## src/sv/dvrt_pkg.sv

```systemverilog
`default_nettype none
// -----------------------------------------------------------------------------
// dvrt_pkg
// shared codes, field widths and transaction types of the distance-vector
// route table
// -----------------------------------------------------------------------------
package dvrt_pkg;

   localparam int ID_W             = 3;
   localparam int ADV_LANES        = 6;
   localparam int ADV_COST_W       = 8;
   localparam int RESET_MASK_W     = 6;
   localparam int NBR_MASK_W       = 6;
   localparam int AGE_W            = 8;
   localparam int CSR_INDEX_W      = 3;
   localparam int CSR_DATA_W       = 48;
   localparam int INIT_COSTS_W     = 48;
   localparam int INIT_HOPS_W      = 18;
   localparam int INIT_SHIFT_LIMIT = 64;

   localparam logic [ID_W-1:0]         HOP_NONE       = 3'd7;
   localparam logic [ADV_COST_W-1:0]   ADV_UNREACH    = 8'hFF;
   localparam logic [ADV_COST_W-1:0]   ROUTE_COST_MAX = 8'hFF;
   localparam logic [AGE_W-1:0]        AGE_MAX        = 8'hFF;
   localparam logic [INIT_COSTS_W-1:0] INIT_COSTS_RST = 48'hFFFF_FFFF_FFFF;
   localparam logic [INIT_HOPS_W-1:0]  INIT_HOPS_RST  = 18'h3FFFF;
   localparam logic [AGE_W-1:0]        TIMEOUT_RST    = 8'd10;

   typedef enum logic [1:0] {
      REQ_ADVERT    = 2'd0,
      REQ_LOOKUP    = 2'd1,
      REQ_NBR_RESET = 2'd2,
      REQ_TICK      = 2'd3
   } req_code_type;

   typedef enum logic [1:0] {
      ROUTE_FORWARD = 2'd0,
      ROUTE_LOCAL   = 2'd1,
      ROUTE_NONE    = 2'd2
   } route_status_type;

   typedef enum logic [CSR_INDEX_W-1:0] {
      CSR_SELF_INDEX   = 3'd0,
      CSR_NBR_MASK     = 3'd1,
      CSR_INIT_COSTS   = 3'd2,
      CSR_INIT_HOPS    = 3'd3,
      CSR_DEAD_TIMEOUT = 3'd4
   } csr_index_type;

   typedef struct packed {
      req_code_type                           kind;
      logic [ID_W-1:0]                        router_id;
      logic [ADV_LANES-1:0][ADV_COST_W-1:0]   cost;
   } req_fields_type;

   typedef struct packed {
      route_status_type                       status;
      logic [ID_W-1:0]                        hop;
      logic [ADV_COST_W-1:0]                  cost;
   } lookup_type;

   typedef struct packed {
      logic                                   table_changed;
      route_status_type                       route_status;
      logic [ID_W-1:0]                        next_hop;
      logic [ADV_COST_W-1:0]                  route_cost;
      logic [RESET_MASK_W-1:0]                reset_mask;
   } rsp_fields_type;

endpackage
`default_nettype wire

```

## src/sv/dvrt_relax.sv

```systemverilog
`default_nettype none
// -----------------------------------------------------------------------------
// dvrt_relax
// advertisement lanes: per-destination saturating add and compare, revive of
// the advertiser and link cost update
// -----------------------------------------------------------------------------
module dvrt_relax import dvrt_pkg::*; #(
   parameter int ROUTERS   = 6,
   parameter int COST_BITS = 8
) (
   input  logic [ID_W-1:0]                         router_id,
   input  logic [ID_W-1:0]                         self_index,
   input  logic [ADV_LANES-1:0][ADV_COST_W-1:0]    adv_cost_raw,
   input  logic [ROUTERS-1:0][COST_BITS-1:0]       cost_cur,
   input  logic [ROUTERS-1:0][ID_W-1:0]            hop_cur,
   input  logic [ROUTERS-1:0]                      dead_cur,
   input  logic [ROUTERS-1:0]                      nbr_mask,
   output logic                                    active,
   output logic                                    changed,
   output logic [ROUTERS-1:0][COST_BITS-1:0]       cost_next,
   output logic [ROUTERS-1:0][ID_W-1:0]            hop_next,
   output logic [ROUTERS-1:0]                      dead_next,
   output logic [ROUTERS-1:0]                      age_clear
);

   localparam logic [COST_BITS-1:0] COST_INF     = '1;
   localparam int                   CMP_W        =
      ((COST_BITS > ADV_COST_W) ? COST_BITS : ADV_COST_W) + 1;
   localparam logic [ID_W-1:0]      ROUTER_LIMIT = ID_W'(ROUTERS);

   function automatic logic [COST_BITS-1:0] adv_cost(input logic [ADV_COST_W-1:0] v);
      logic [CMP_W-1:0] vx;
      vx = CMP_W'(v);
      if (v == ADV_UNREACH || vx >= CMP_W'(COST_INF)) begin
         return COST_INF;
      end
      return COST_BITS'(v);
   endfunction

   logic [ROUTERS-1:0][COST_BITS-1:0] adv_lane;
   logic [ROUTERS-1:0]                hit;
   logic [ROUTERS-1:0]                update;
   logic [COST_BITS-1:0]              via;
   logic [COST_BITS-1:0]              self_cost;
   logic                              was_dead;

   for (genvar d = 0; d < ROUTERS; d++) begin : g_lane
      logic [COST_BITS:0]   sum;
      logic [COST_BITS-1:0] sat;
      logic [COST_BITS-1:0] eff;

      assign hit[d] = (router_id == ID_W'(d));

      if (d < ADV_LANES) begin : g_adv
         assign adv_lane[d] = adv_cost(adv_cost_raw[d]);
      end else begin : g_noadv
         assign adv_lane[d] = COST_INF;
      end

      assign sum       = {1'b0, via} + {1'b0, adv_lane[d]};
      assign sat       = (sum >= {1'b0, COST_INF}) ? COST_INF : sum[COST_BITS-1:0];
      // advertiser is revived before relaxation
      assign eff       = (dead_cur[d] && !hit[d]) ? COST_INF : cost_cur[d];
      assign update[d] = (self_index != ID_W'(d)) && (via != COST_INF) &&
                         (adv_lane[d] != COST_INF) && (sat < eff);

      assign cost_next[d] = hit[d] ? self_cost : (update[d] ? sat : cost_cur[d]);
      assign hop_next[d]  = update[d] ? router_id : hop_cur[d];
      assign dead_next[d] = dead_cur[d] && !hit[d];
      assign age_clear[d] = hit[d] && nbr_mask[d];
   end

   always_comb begin
      via       = '0;
      was_dead  = 1'b0;
      self_cost = COST_INF;
      for (int i = 0; i < ROUTERS; i++) begin
         if (hit[i]) begin
            via      = via | cost_cur[i];
            was_dead = was_dead | dead_cur[i];
         end
         if (self_index == ID_W'(i)) begin
            self_cost = adv_lane[i];
         end
      end
   end

   assign active  = (router_id < ROUTER_LIMIT) && (router_id != self_index);
   assign changed = was_dead || (|update);

endmodule
`default_nettype wire

```

## src/sv/dvrt_age.sv

```systemverilog
`default_nettype none
// -----------------------------------------------------------------------------
// dvrt_age
// tick handling: neighbour aging and selection of neighbours to reset, with
// later candidates judged against the reloaded table once one reset fires
// -----------------------------------------------------------------------------
module dvrt_age import dvrt_pkg::*; #(
   parameter int ROUTERS   = 6,
   parameter int COST_BITS = 8
) (
   input  logic [ROUTERS-1:0]                nbr_mask,
   input  logic [ROUTERS-1:0][AGE_W-1:0]     age_cur,
   input  logic [AGE_W-1:0]                  dead_timeout,
   input  logic [ROUTERS-1:0]                dead_cur,
   input  logic [ROUTERS-1:0][COST_BITS-1:0] cost_cur,
   input  logic [ROUTERS-1:0][COST_BITS-1:0] init_cost,
   output logic [ROUTERS-1:0][AGE_W-1:0]     age_next,
   output logic [ROUTERS-1:0]                reset_mask
);

   localparam logic [COST_BITS-1:0] COST_INF = '1;

   logic [ROUTERS-1:0] elig_cur;
   logic [ROUTERS-1:0] elig_init;

   for (genvar d = 0; d < ROUTERS; d++) begin : g_nbr
      logic cond;

      assign age_next[d]  = (nbr_mask[d] && age_cur[d] != AGE_MAX) ?
                            age_cur[d] + AGE_W'(1) : age_cur[d];

      assign cond         = nbr_mask[d] && (age_next[d] > dead_timeout);
      assign elig_cur[d]  = cond && !dead_cur[d] && (cost_cur[d] != COST_INF);
      assign elig_init[d] = cond && !dead_cur[d] && (init_cost[d] != COST_INF);
   end

   always_comb begin
      logic fired;
      fired = 1'b0;
      for (int d = 0; d < ROUTERS; d++) begin
         reset_mask[d] = fired ? elig_init[d] : elig_cur[d];
         fired         = fired | elig_cur[d];
      end
   end

endmodule
`default_nettype wire

```

## src/sv/dvrt_lookup.sv

```systemverilog
`default_nettype none
// -----------------------------------------------------------------------------
// dvrt_lookup
// route lookup: local delivery, forward with next hop and cost, or no route
// -----------------------------------------------------------------------------
module dvrt_lookup import dvrt_pkg::*; #(
   parameter int ROUTERS   = 6,
   parameter int COST_BITS = 8
) (
   input  logic [ID_W-1:0]                   router_id,
   input  logic [ID_W-1:0]                   self_index,
   input  logic [ROUTERS-1:0][COST_BITS-1:0] cost_cur,
   input  logic [ROUTERS-1:0][ID_W-1:0]      hop_cur,
   input  logic [ROUTERS-1:0]                dead_cur,
   output lookup_type                        result
);

   localparam logic [COST_BITS-1:0] COST_INF     = '1;
   localparam logic [ID_W-1:0]      ROUTER_LIMIT = ID_W'(ROUTERS);
   localparam int                   CMP_W        =
      ((COST_BITS > ADV_COST_W) ? COST_BITS : ADV_COST_W) + 1;

   logic [COST_BITS-1:0] cost_sel;
   logic [ID_W-1:0]      hop_sel;
   logic                 dead_sel;
   logic                 in_range;
   logic [CMP_W-1:0]     cost_wide;

   always_comb begin
      cost_sel = '0;
      hop_sel  = '0;
      dead_sel = 1'b0;
      for (int i = 0; i < ROUTERS; i++) begin
         if (router_id == ID_W'(i)) begin
            cost_sel = cost_sel | cost_cur[i];
            hop_sel  = hop_sel | hop_cur[i];
            dead_sel = dead_sel | dead_cur[i];
         end
      end
   end

   assign in_range  = (router_id < ROUTER_LIMIT);
   assign cost_wide = CMP_W'(cost_sel);

   always_comb begin
      result.status = ROUTE_NONE;
      result.hop    = HOP_NONE;
      result.cost   = ROUTE_COST_MAX;
      if (in_range && router_id == self_index) begin
         result.status = ROUTE_LOCAL;
         result.cost   = '0;
      end else if (in_range && !dead_sel && cost_sel != COST_INF &&
                   hop_sel < ROUTER_LIMIT) begin
         result.status = ROUTE_FORWARD;
         result.hop    = hop_sel;
         result.cost   = (cost_wide > CMP_W'(ROUTE_COST_MAX)) ?
                         ROUTE_COST_MAX : ADV_COST_W'(cost_sel);
      end
   end

endmodule
`default_nettype wire

```

## src/sv/distance_vector_route_table_top.sv

```systemverilog
`default_nettype none
// -----------------------------------------------------------------------------
// distance_vector_route_table_top
// six-entry distance-vector route table with advertisement relaxation, route
// lookup, neighbour reset and neighbour aging
// -----------------------------------------------------------------------------
// channel   direction  handshake            payload
// req       in         req_valid/req_stall  req_type, req_router_id, req_cost_0..5
// rsp       out        rsp_valid/rsp_stall  rsp_table_changed, rsp_route_status,
//                                           rsp_next_hop, rsp_route_cost, rsp_reset_mask
// csr       in         csr_write_enable     csr_index, csr_write_data
//
// one transaction per cycle sustained while rsp_stall is low
// the table update and result are formed in one pass between the input
// register and the result register
// reset is synchronous and loads the table from the reset initial values
// a stalled result holds the input register; req_stall rises only when both
// registers are full and rsp_stall is high
// -----------------------------------------------------------------------------
module distance_vector_route_table_top import dvrt_pkg::*; #(
   parameter int ROUTERS   = 6,
   parameter int COST_BITS = 8
) (
   input  logic                     clock,
   input  logic                     reset,
   input  logic                     csr_write_enable,
   input  logic [CSR_INDEX_W-1:0]   csr_index,
   input  logic [CSR_DATA_W-1:0]    csr_write_data,
   input  logic                     req_valid,
   output logic                     req_stall,
   input  logic [1:0]               req_type,
   input  logic [ID_W-1:0]          req_router_id,
   input  logic [ADV_COST_W-1:0]    req_cost_0,
   input  logic [ADV_COST_W-1:0]    req_cost_1,
   input  logic [ADV_COST_W-1:0]    req_cost_2,
   input  logic [ADV_COST_W-1:0]    req_cost_3,
   input  logic [ADV_COST_W-1:0]    req_cost_4,
   input  logic [ADV_COST_W-1:0]    req_cost_5,
   output logic                     rsp_valid,
   input  logic                     rsp_stall,
   output logic                     rsp_table_changed,
   output logic [1:0]               rsp_route_status,
   output logic [ID_W-1:0]          rsp_next_hop,
   output logic [ADV_COST_W-1:0]    rsp_route_cost,
   output logic [RESET_MASK_W-1:0]  rsp_reset_mask
);

   localparam int COST_EXT_W = INIT_SHIFT_LIMIT + ROUTERS * COST_BITS;
   localparam int HOP_EXT_W  = INIT_HOPS_W + ID_W * ROUTERS;

   typedef logic [ROUTERS-1:0][COST_BITS-1:0] cost_arr_type;
   typedef logic [ROUTERS-1:0][ID_W-1:0]      hop_arr_type;
   typedef logic [ROUTERS-1:0][AGE_W-1:0]     age_arr_type;

   function automatic cost_arr_type unpack_costs(input logic [INIT_COSTS_W-1:0] v);
      logic [COST_EXT_W-1:0] ext;
      cost_arr_type          r;
      ext = COST_EXT_W'(v);
      for (int i = 0; i < ROUTERS; i++) begin
         if (i * COST_BITS < INIT_SHIFT_LIMIT) begin
            r[i] = ext[i*COST_BITS +: COST_BITS];
         end else begin
            r[i] = '1;
         end
      end
      return r;
   endfunction

   function automatic hop_arr_type unpack_hops(input logic [INIT_HOPS_W-1:0] v);
      logic [HOP_EXT_W-1:0] ext;
      hop_arr_type          r;
      ext = HOP_EXT_W'(v);
      for (int i = 0; i < ROUTERS; i++) begin
         r[i] = ext[i*ID_W +: ID_W];
      end
      return r;
   endfunction

   // handshake
   logic           in_valid_ff, in_valid_in;
   logic           rsp_valid_ff, rsp_valid_in;
   logic           accept, advance;
   req_fields_type in_ff;
   req_fields_type req_fields;
   rsp_fields_type rsp_ff, rsp_in;

   // configuration
   logic [ID_W-1:0]         self_ff, self_in;
   logic [NBR_MASK_W-1:0]   nbr_ff, nbr_in;
   logic [INIT_COSTS_W-1:0] init_costs_ff, init_costs_in;
   logic [INIT_HOPS_W-1:0]  init_hops_ff, init_hops_in;
   logic [AGE_W-1:0]        timeout_ff, timeout_in;

   // table
   cost_arr_type       cost_ff, cost_in;
   hop_arr_type        hop_ff, hop_in;
   logic [ROUTERS-1:0] dead_ff, dead_in;
   age_arr_type        age_ff, age_in;

   cost_arr_type       init_cost_arr;
   hop_arr_type        init_hop_arr;
   logic [ROUTERS-1:0] nbr_ext;
   logic [ROUTERS-1:0] nbr_hit_mask;

   logic               relax_active, relax_changed;
   cost_arr_type       relax_cost;
   hop_arr_type        relax_hop;
   logic [ROUTERS-1:0] relax_dead, relax_age_clear;
   age_arr_type        tick_age;
   logic [ROUTERS-1:0] tick_rmask;
   lookup_type         lookup;

   assign req_fields.kind      = req_code_type'(req_type);
   assign req_fields.router_id = req_router_id;
   assign req_fields.cost      = {req_cost_5, req_cost_4, req_cost_3,
                                  req_cost_2, req_cost_1, req_cost_0};

   assign advance     = in_valid_ff && !(rsp_valid_ff && rsp_stall);
   assign req_stall   = in_valid_ff && !advance;
   assign accept      = req_valid && !req_stall;
   assign in_valid_in = accept || (in_valid_ff && !advance);
   assign rsp_valid_in = advance || (rsp_valid_ff && rsp_stall);

   assign init_cost_arr = unpack_costs(init_costs_ff);
   assign init_hop_arr  = unpack_hops(init_hops_ff);
   assign nbr_ext       = ROUTERS'(nbr_ff);

   always_comb begin
      for (int i = 0; i < ROUTERS; i++) begin
         nbr_hit_mask[i] = (in_ff.router_id == ID_W'(i)) && nbr_ext[i];
      end
   end

   dvrt_relax #(
      .ROUTERS   (ROUTERS),
      .COST_BITS (COST_BITS)
   ) u_relax (
      .router_id    (in_ff.router_id),
      .self_index   (self_ff),
      .adv_cost_raw (in_ff.cost),
      .cost_cur     (cost_ff),
      .hop_cur      (hop_ff),
      .dead_cur     (dead_ff),
      .nbr_mask     (nbr_ext),
      .active       (relax_active),
      .changed      (relax_changed),
      .cost_next    (relax_cost),
      .hop_next     (relax_hop),
      .dead_next    (relax_dead),
      .age_clear    (relax_age_clear)
   );

   dvrt_age #(
      .ROUTERS   (ROUTERS),
      .COST_BITS (COST_BITS)
   ) u_age (
      .nbr_mask     (nbr_ext),
      .age_cur      (age_ff),
      .dead_timeout (timeout_ff),
      .dead_cur     (dead_ff),
      .cost_cur     (cost_ff),
      .init_cost    (init_cost_arr),
      .age_next     (tick_age),
      .reset_mask   (tick_rmask)
   );

   dvrt_lookup #(
      .ROUTERS   (ROUTERS),
      .COST_BITS (COST_BITS)
   ) u_lookup (
      .router_id  (in_ff.router_id),
      .self_index (self_ff),
      .cost_cur   (cost_ff),
      .hop_cur    (hop_ff),
      .dead_cur   (dead_ff),
      .result     (lookup)
   );

   always_comb begin
      self_in       = self_ff;
      nbr_in        = nbr_ff;
      init_costs_in = init_costs_ff;
      init_hops_in  = init_hops_ff;
      timeout_in    = timeout_ff;
      cost_in       = cost_ff;
      hop_in        = hop_ff;
      dead_in       = dead_ff;
      age_in        = age_ff;
      rsp_in        = '0;
      if (csr_write_enable) begin
         unique case (csr_index)
            CSR_SELF_INDEX: begin
               self_in = csr_write_data[ID_W-1:0];
            end
            CSR_NBR_MASK: begin
               nbr_in = csr_write_data[NBR_MASK_W-1:0];
            end
            CSR_INIT_COSTS: begin
               init_costs_in = csr_write_data[INIT_COSTS_W-1:0];
               cost_in       = unpack_costs(csr_write_data[INIT_COSTS_W-1:0]);
            end
            CSR_INIT_HOPS: begin
               init_hops_in = csr_write_data[INIT_HOPS_W-1:0];
               hop_in       = unpack_hops(csr_write_data[INIT_HOPS_W-1:0]);
            end
            CSR_DEAD_TIMEOUT: begin
               timeout_in = csr_write_data[AGE_W-1:0];
            end
            default: begin
            end
         endcase
      end else if (advance) begin
         unique case (in_ff.kind)
            REQ_ADVERT: begin
               if (relax_active) begin
                  cost_in              = relax_cost;
                  hop_in               = relax_hop;
                  dead_in              = relax_dead;
                  rsp_in.table_changed = relax_changed;
                  for (int i = 0; i < ROUTERS; i++) begin
                     if (relax_age_clear[i]) begin
                        age_in[i] = '0;
                     end
                  end
               end
            end
            REQ_LOOKUP: begin
               rsp_in.route_status = lookup.status;
               rsp_in.next_hop     = lookup.hop;
               rsp_in.route_cost   = lookup.cost;
            end
            REQ_NBR_RESET: begin
               dead_in           = dead_ff | nbr_hit_mask;
               cost_in           = init_cost_arr;
               hop_in            = init_hop_arr;
               rsp_in.reset_mask = RESET_MASK_W'(nbr_hit_mask);
            end
            REQ_TICK: begin
               age_in            = tick_age;
               rsp_in.reset_mask = RESET_MASK_W'(tick_rmask);
               if (|tick_rmask) begin
                  dead_in = dead_ff | tick_rmask;
                  cost_in = init_cost_arr;
                  hop_in  = init_hop_arr;
               end
            end
         endcase
      end
   end

   always_ff @(posedge clock) begin
      if (reset) begin
         in_valid_ff   <= 1'b0;
         rsp_valid_ff  <= 1'b0;
         self_ff       <= '0;
         nbr_ff        <= '0;
         init_costs_ff <= INIT_COSTS_RST;
         init_hops_ff  <= INIT_HOPS_RST;
         timeout_ff    <= TIMEOUT_RST;
         cost_ff       <= unpack_costs(INIT_COSTS_RST);
         hop_ff        <= unpack_hops(INIT_HOPS_RST);
         dead_ff       <= '0;
         age_ff        <= '0;
      end else begin
         in_valid_ff   <= in_valid_in;
         rsp_valid_ff  <= rsp_valid_in;
         self_ff       <= self_in;
         nbr_ff        <= nbr_in;
         init_costs_ff <= init_costs_in;
         init_hops_ff  <= init_hops_in;
         timeout_ff    <= timeout_in;
         cost_ff       <= cost_in;
         hop_ff        <= hop_in;
         dead_ff       <= dead_in;
         age_ff        <= age_in;
      end
   end

   // transaction payload registers
   always_ff @(posedge clock) begin
      if (accept) begin
         in_ff <= req_fields;
      end
      if (advance) begin
         rsp_ff <= rsp_in;
      end
   end

   assign rsp_valid         = rsp_valid_ff;
   assign rsp_table_changed = rsp_ff.table_changed;
   assign rsp_route_status  = rsp_ff.route_status;
   assign rsp_next_hop      = rsp_ff.next_hop;
   assign rsp_route_cost    = rsp_ff.route_cost;
   assign rsp_reset_mask    = rsp_ff.reset_mask;

   a_full_pipe_stalls: assert property (@(posedge clock) disable iff (reset)
      in_valid_ff && rsp_valid_ff && rsp_stall |-> req_stall)
      else $error("input accepted while both stages are full");

   a_no_route_fields: assert property (@(posedge clock) disable iff (reset)
      rsp_valid_ff && rsp_ff.route_status == ROUTE_NONE |->
      rsp_ff.next_hop == HOP_NONE && rsp_ff.route_cost == ROUTE_COST_MAX)
      else $error("no-route result with hop or cost set");

   a_local_cost_zero: assert property (@(posedge clock) disable iff (reset)
      rsp_valid_ff && rsp_ff.route_status == ROUTE_LOCAL |->
      rsp_ff.route_cost == '0 && rsp_ff.next_hop == HOP_NONE)
      else $error("local delivery with nonzero cost or a next hop");

   a_reset_fields_exclusive: assert property (@(posedge clock) disable iff (reset)
      rsp_valid_ff && rsp_ff.reset_mask != '0 |->
      !rsp_ff.table_changed && rsp_ff.route_status == ROUTE_FORWARD)
      else $error("reset mask reported together with other fields");

   a_tick_marks_dead: assert property (@(posedge clock) disable iff (reset)
      advance && in_ff.kind == REQ_TICK |=>
      (dead_ff & $past(tick_rmask)) == $past(tick_rmask))
      else $error("neighbour reset by tick not marked dead");

endmodule
`default_nettype wire

```

## config.mk

```make
export PLATFORM = sky130hd
export DESIGN_NAME = distance_vector_route_table_top
export DESIGN_NICKNAME = d
export VERILOG_FILES = /design/src/sv/dvrt_pkg.sv /design/src/sv/dvrt_relax.sv /design/src/sv/dvrt_age.sv /design/src/sv/dvrt_lookup.sv /design/src/sv/distance_vector_route_table_top.sv
export SDC_FILE = /design/constraint.sdc
export NUM_CORES = 1
export LEC_CHECK = 0
export BUFFER_PORTS_ARGS = -buffer_cell sky130_fd_sc_hd__buf_4
export CAP_MARGIN = 20
export CORE_ASPECT_RATIO = 1.2
export CORE_UTILIZATION = 65
export DETAILED_ROUTE_END_ITERATION = 8
export GPL_TIMING_DRIVEN = 0
export PLACE_DENSITY = 0.9
export SETUP_SLACK_MARGIN = 0.3
export SYNTH_ARGS = -nofsm -noshare
export SYNTH_HDL_FRONTEND = slang
export SYNTH_SLANG_ARGS = --single-unit
export TNS_END_PERCENT = 1
```

## constraint.sdc

```tcl
create_clock -name clock -period 13.1 [get_ports clock]
set_input_delay 0.655 -clock clock [delete_from_list [all_inputs] [get_ports clock]]
set_output_delay 0.655 -clock clock [all_outputs]
set_load 0.05 [all_outputs]
```

After elaboration in Yosys (flattened, before gate mapping) --
Cells that the tools add are included.
Cells by class: $lt $le $gt $ge 27, bitwise operators 25, shift operators 0, reduce and logical (&&, ||, !) cells 131, muxes and demuxes 111, multipliers 0, divide/modulo/power cells 0, equal/unequal tests 78, $add $sub $neg 12
Operators by type and width (count):
- $mux W8 | 61
- $mux W48 | 6
- $ne A8 B8 Y1 const B | 24
- $pmux W48 S3 | 1
- $pmux W48 S2 | 1
- $mux W18 | 5
- $reduce_and A6 Y1 | 12
- $logic_and A1 B1 Y1 | 68
- $add A8 B8 Y9 | 6
- $ge A9 B8 Y1 const B | 6
- $pmux W18 S3 | 1
- $add A8 B1 Y8 const B | 6
- $eq A8 B8 Y1 const B | 6
- $ge A8 B8 Y1 const B | 6
- $gt A8 B8 Y1 | 6
- $lt A8 B8 Y1 | 6
- $or A8 B8 Y8 | 5
- $mux W3 | 13
- $reduce_and A5 Y1 | 7
- $ne A3 B2 Y1 const B | 8
- $ne A4 B2 Y1 const B | 6
- $eq A3 B2 Y1 const B | 6
- $mux W1 | 18
- $pmux W6 S3 | 1
- other kinds (30) | 99
Storage, ports and cells: flip-flop bits (word level) 278, input port bits 109, RAM bits 0, bits in latches 0, ROM bits 0, output and inout port bits 22, memories kept 0, word-level logic and storage cells 424

Logic depth before layout (Yosys ltp) --
depth after elaboration 23, mapped depth 25, depth with buffers taken out 21

Cells and area by module --
Synthesis repeated with hierarchy kept, for this count alone.
Unflattened totals: cell total of the unflattened synthesis 2307, area total of the unflattened synthesis 20367.0 um^2
Modules (own cells, without submodules):
- distance_vector_route_table_top | cells each 1045, instances 1, sequential area each 6296.0 um^2, area an instance 11317.1 um^2
- dvrt_relax | cells each 833, instances 1, sequential area each 0.0 um^2, area an instance 5904.4 um^2
- dvrt_age | cells each 328, instances 1, sequential area each 0.0 um^2, area an instance 2331.0 um^2
- dvrt_lookup | cells each 101, instances 1, sequential area each 0.0 um^2, area an instance 814.5 um^2

Least setup slack after synthesis --
OpenSTA, ideal clock, no wires.
kind register to register, start register in_ff[48] (netlist name), end register cost_ff[10] (netlist name), setup slack 7.563 ns, stages on the path, launching flop included 23, library setup time 0.122 ns, clock period less this slack 5.537 ns, buffers on the path 2, data arrival time 5.415 ns, cell sequence edfxtp_1 > buf_6 > buf_12 > mux2i_1 > nor2_1 > nor3_1 > inv_1 > ha_1 > a211oi_1 > o21bai_1 > a211o_1 > a21oi_1 > xor2_1 > nor2_1 > nor2_1 > nand2_1 > ha_1 > nor3_1 > nand3_1 > a2111oi_4 > a21o_1 > o21ai_2 > a221o_1
Between the ends: word-level cells in the longest chain between the ends 21, elaborated cells between the ends (all ways) 40, classes of those cells add/sub (1); order compare (3); eq/ne (9); mux (14); bitwise (5); reduce/logical (8)
Ends and longest elaborated chain:
- start, declared | RTL line distance_vector_route_table_top.sv:83 | req_fields_type in_ff;
- start signal, assigned | RTL line distance_vector_route_table_top.sv:282 | in_ff <= req_fields;
- parallel branches: the longest is 21 deep, another holds $mux W8
- end signal, assigned | RTL line distance_vector_route_table_top.sv:260 | cost_ff <= unpack_costs(INIT_COSTS_RST);
- end signal, assigned | RTL line distance_vector_route_table_top.sv:272 | cost_ff <= cost_in;
- end, declared | RTL line distance_vector_route_table_top.sv:95 | cost_arr_type cost_ff, cost_in;
Parallel ways; which one is timed is not known. The select of a mux whose other input is x is not followed. A chain may end at the register's enable or synchronous reset.

Worst setup path in the final report --
start register in_ff[50] (netlist name), end register cost_ff[47] (netlist name)
Same word-level chain as after synthesis.

==> results.yml <==
detailed_routing:
  drt_wl_total_um: 76400
  wl_met2_um: 33100
  num_vias: 20000
  drt_iter0_drc: 2916
  drc: 0
  wl_met3_um: 9320
  wl_met1_um: 25900
  top_layer: "met4"
  ant_nets: 0
  first_pass_iters: 8
  wl_per_cell_um: 26.8
  vias_per_cell: 7.03
floorplanning:
  io_pins: 131
  start_util: 0.665
  die_x_um: 159
  placementRows: 68
  core_area_um2: 28800
  dieArea_um2: 30200
  die-height_um: 190
worst_setup_path:
  r2r_end: "cost_ff[47]"
  slowest_delay_ps: 670
  r2r_start: "in_ff[50]"
  crit_required_ps: 13600
  end_kind: "flop"
  cp-endpoint: "cost_ff[47]"
  startpoint: "in_ff[50]"
  cp_slowest_cell: "a211oi_1"
  worst-path-max-fanout: 10
  rr_worst_depth: 21
  worst_setup_path_start_kind: "flop"
  cpMostUsedCell: "nor2_1"
  path_depth: 21
  ff2ff_setup_slack_ps: 6140
  crit_family: "compound AO/OA/AOI/OAI gates"
  crit_buf_inv: 2
  crit_path_cell_trace: "nand2b_1, clkbuf_1, nor2_1, nor3_1, inv_1, ha_1, nor2_1, a221o_1, a211oi_1, o41a_1, or2_2, nand2_1, ha_1, a21o_1, a21oi_1, nor2_1, a2111oi_0, o211a_1, nor3_4, nor2_1, mux2i_1"
  critPathKind: "flop to flop"
  critPathArrivalTime_ps: 7460
synth:
  ys_warn_count: 0
  synth.ff_latch_count: 278
  syn_nets: 2532
  yosys_most_used_dff: "dfxtp_1"
  synth_cells: 2273
  ys_types: 100
  synth_edf_count: 73
  syn_avg_cell_area_um2: 8.43
  syn_area_um2: 19200
  async_flop_share: 0
  yosysSeqAreaShare: 0.328
sta:
  finalSetupViolations: 0
  drv_slew: 0
  whs_ps: 235
  max_slew_margin: 0.0902
  fin_ws_ps: 6140
  post-route-min-period_ps: 6960
  clock-skew-final_ps: 26.4
  fmaxAchievable_ghz: 0.144
  worstMarginPinSlew_ps: 1360
  period_share: 0.532
  rsz0062_at_grt: "false"
  tns_ps: 0
  hold_violations: 0
power:
  peakVddDrop_mv: 0.129
  power_density_nw_per_um2: 114
  total_power_mw: 2.48
  p_leak_nw: 8.56
global_route:
  antenna_found_initial: 0
  grt_start_max_net_pins: 39
  grt_overflow: 0
  grtUsageTotal: 0.502
  grt_pass1_wl_um: 115000
  first_global_vias: 19400
placement:
  pre_cts_slack_ps: 6650
  routabilityCongestion: 1.17
  hpwl_um: 58400
  numPortBuffers: 128
layout:
  drive_above_1_share: 0.108
  num-fill-cells: 2161
  area_delta_synth_final_pct: 12.9
  nNetsFinal: 2698
cts:
  cts_buffer_depth: 3
  clockRootBuffer: "clkbuf_16"
  cts-buffers-inserted: 28
  post_cts_resized: 0
  cts-hold-fix-buffers: 0
  clk_pin_slew_worst_paths_ps: 70
  clk_latency_ps: 590
  clock-sinks: 278
  htree_num_levels: 1
  cts_setup_buffers: 0
  cts_tree: "done"
min_path:
  hold_path_class: "input port to flop"
run_status:
  status: "finished, final reports clean"
run:
  maxCapViolations: 0
cells in the mapped netlist (6+ instances only):
cell type,instances,share of area
a211o_1,14,0.0064
nor4_1,6,0.0020
o31a_1,13,0.0059
nor2b_1,20,0.0065
a21oi_1,158,0.041
clkbuf_1,136,0.027
nand2b_1,15,0.0049
or2_2,10,0.0033
o2111ai_1,6,0.0027
xnor2_1,38,0.017
fa_1,6,0.0063
buf_1,7,0.0014
xor2_1,25,0.011
a211oi_1,30,0.012
o21ai_0,122,0.032
o21a_1,32,0.013
o32ai_1,6,0.0027
mux2i_1,111,0.058
nand2_1,206,0.040
mux4_2,12,0.014
buf_2,12,0.0031
o211ai_1,32,0.013
mux2_2,11,0.0065
a221oi_1,13,0.0059
and3_1,18,0.0059
nor3_1,34,0.0089
a2111oi_0,9,0.0041
o221ai_1,8,0.0037
and2_1,15,0.0049
dfxtp_1,205,0.21
nand3_1,59,0.015
nand4_1,56,0.018
ha_1,144,0.094
a31oi_1,21,0.0069
o311ai_0,12,0.0055
nand3b_1,8,0.0031
inv_1,74,0.014
edfxtp_1,73,0.11
a21o_1,27,0.011
o22ai_1,19,0.0062
nor2_1,282,0.055
or3_1,15,0.0049
a22oi_1,37,0.014
or4_1,9,0.0035
worst min path at each step:
stage,start,endpoint,cells past startpoint
after floorplan,timeout_ff[2],timeout_ff[2],2
after global placement,timeout_ff[5],timeout_ff[5],2
after detailed placement,timeout_ff[4],timeout_ff[4],2
after CTS,req_cost_2[1],in_ff[17],1
after global routing,req_cost_3[0],in_ff[24],1
final,req_cost_3[1],in_ff[25],1
kinds of logic after synthesis:
| logic type | count (synthesis) | synth area share |
|---|---|---|
| compound gates | 633 | 0.225 |
| xor+xnor | 63 | 0.0288 |
| fa+ha+maj | 150 | 0.100 |
| buf+inv | 237 | 0.0503 |
| flops | 278 | 0.328 |
| mux | 136 | 0.0799 |
| simple gates | 776 | 0.188 |
routing by layer:
metal / track usage / vias up
met2: 0.784 / 1575
met5: 0 / -
met1: 0.566 / 9232
met4: 0.462 / 0
li1: - / 8698
met3: 0.129 / 503
cells in the final DEF (no fill, tap or decap), types with 19 or more instances in the layout:
cell / instances
a211oi_1: 30
a21o_1: 27
a21oi_1: 158
a22oi_1: 37
a31oi_1: 21
buf_4: 133
clkbuf_1: 141
clkbuf_16: 29
dfxtp_1: 205
edfxtp_1: 73
ha_1: 144
inv_1: 74
mux2i_1: 111
nand2_1: 206
nand3_1: 59
nand4_1: 56
nor2_1: 282
nor2b_1: 19
nor3_1: 33
o211ai_1: 32
o21a_1: 32
o21ai_0: 122
xnor2_1: 38
xor2_1: 25
area by class of cell:
cell class,instances,area [um^2],share of cell area
multi-input combinational,1758,11900,0.551
sequential,278,6300,0.291
timing repair buffer,136,1040,0.0483
clock buffer,39,796,0.0368
buffer,163,686,0.0317
tap,385,482,0.0223
inverter,74,278,0.0128
clock inverter,13,133,0.00613
antenna,2,5.00,0.000231
sequential cells by signal, indices dropped and copies added (netlist names):
name               cells
timeout_ff             8
rsp_reset_mask         6
rsp_table_changed      1
hop_ff                18
rsp_valid              1
init_cost_arr         48
rsp_next_hop           3
nbr_ext                6
rsp_route_cost         8
in_valid_ff            1
cost_ff               48
in_ff                 53
dead_ff                6
age_ff                48
init_hop_arr          18
rsp_route_status       2
self_ff                3
metrics by stage:
| stage | cells | util | cell area [um^2] |
|---|---|---|---|
| after floorplan | 2273 | - | 19200 |
| after global placement | 2786 | 0.715 | 20600 |
| after detailed placement | 2792 | 0.717 | 20700 |
| after CTS | 2844 | 0.749 | 21600 |
| after global routing | 2846 | 0.750 | 21600 |
| final | 2848 | 0.751 | 21600 |
where the power goes:
part	internal [mW]	switching [mW]	leakage, nW	total [mW]
logic	0.248	0.449	5.72	0.697
registers	0.915	0.0340	2.38	0.949
clock network	0.465	0.367	0.460	0.832
total	1.63	0.850	8.56	2.48
(Power assumes the default switching activity.)
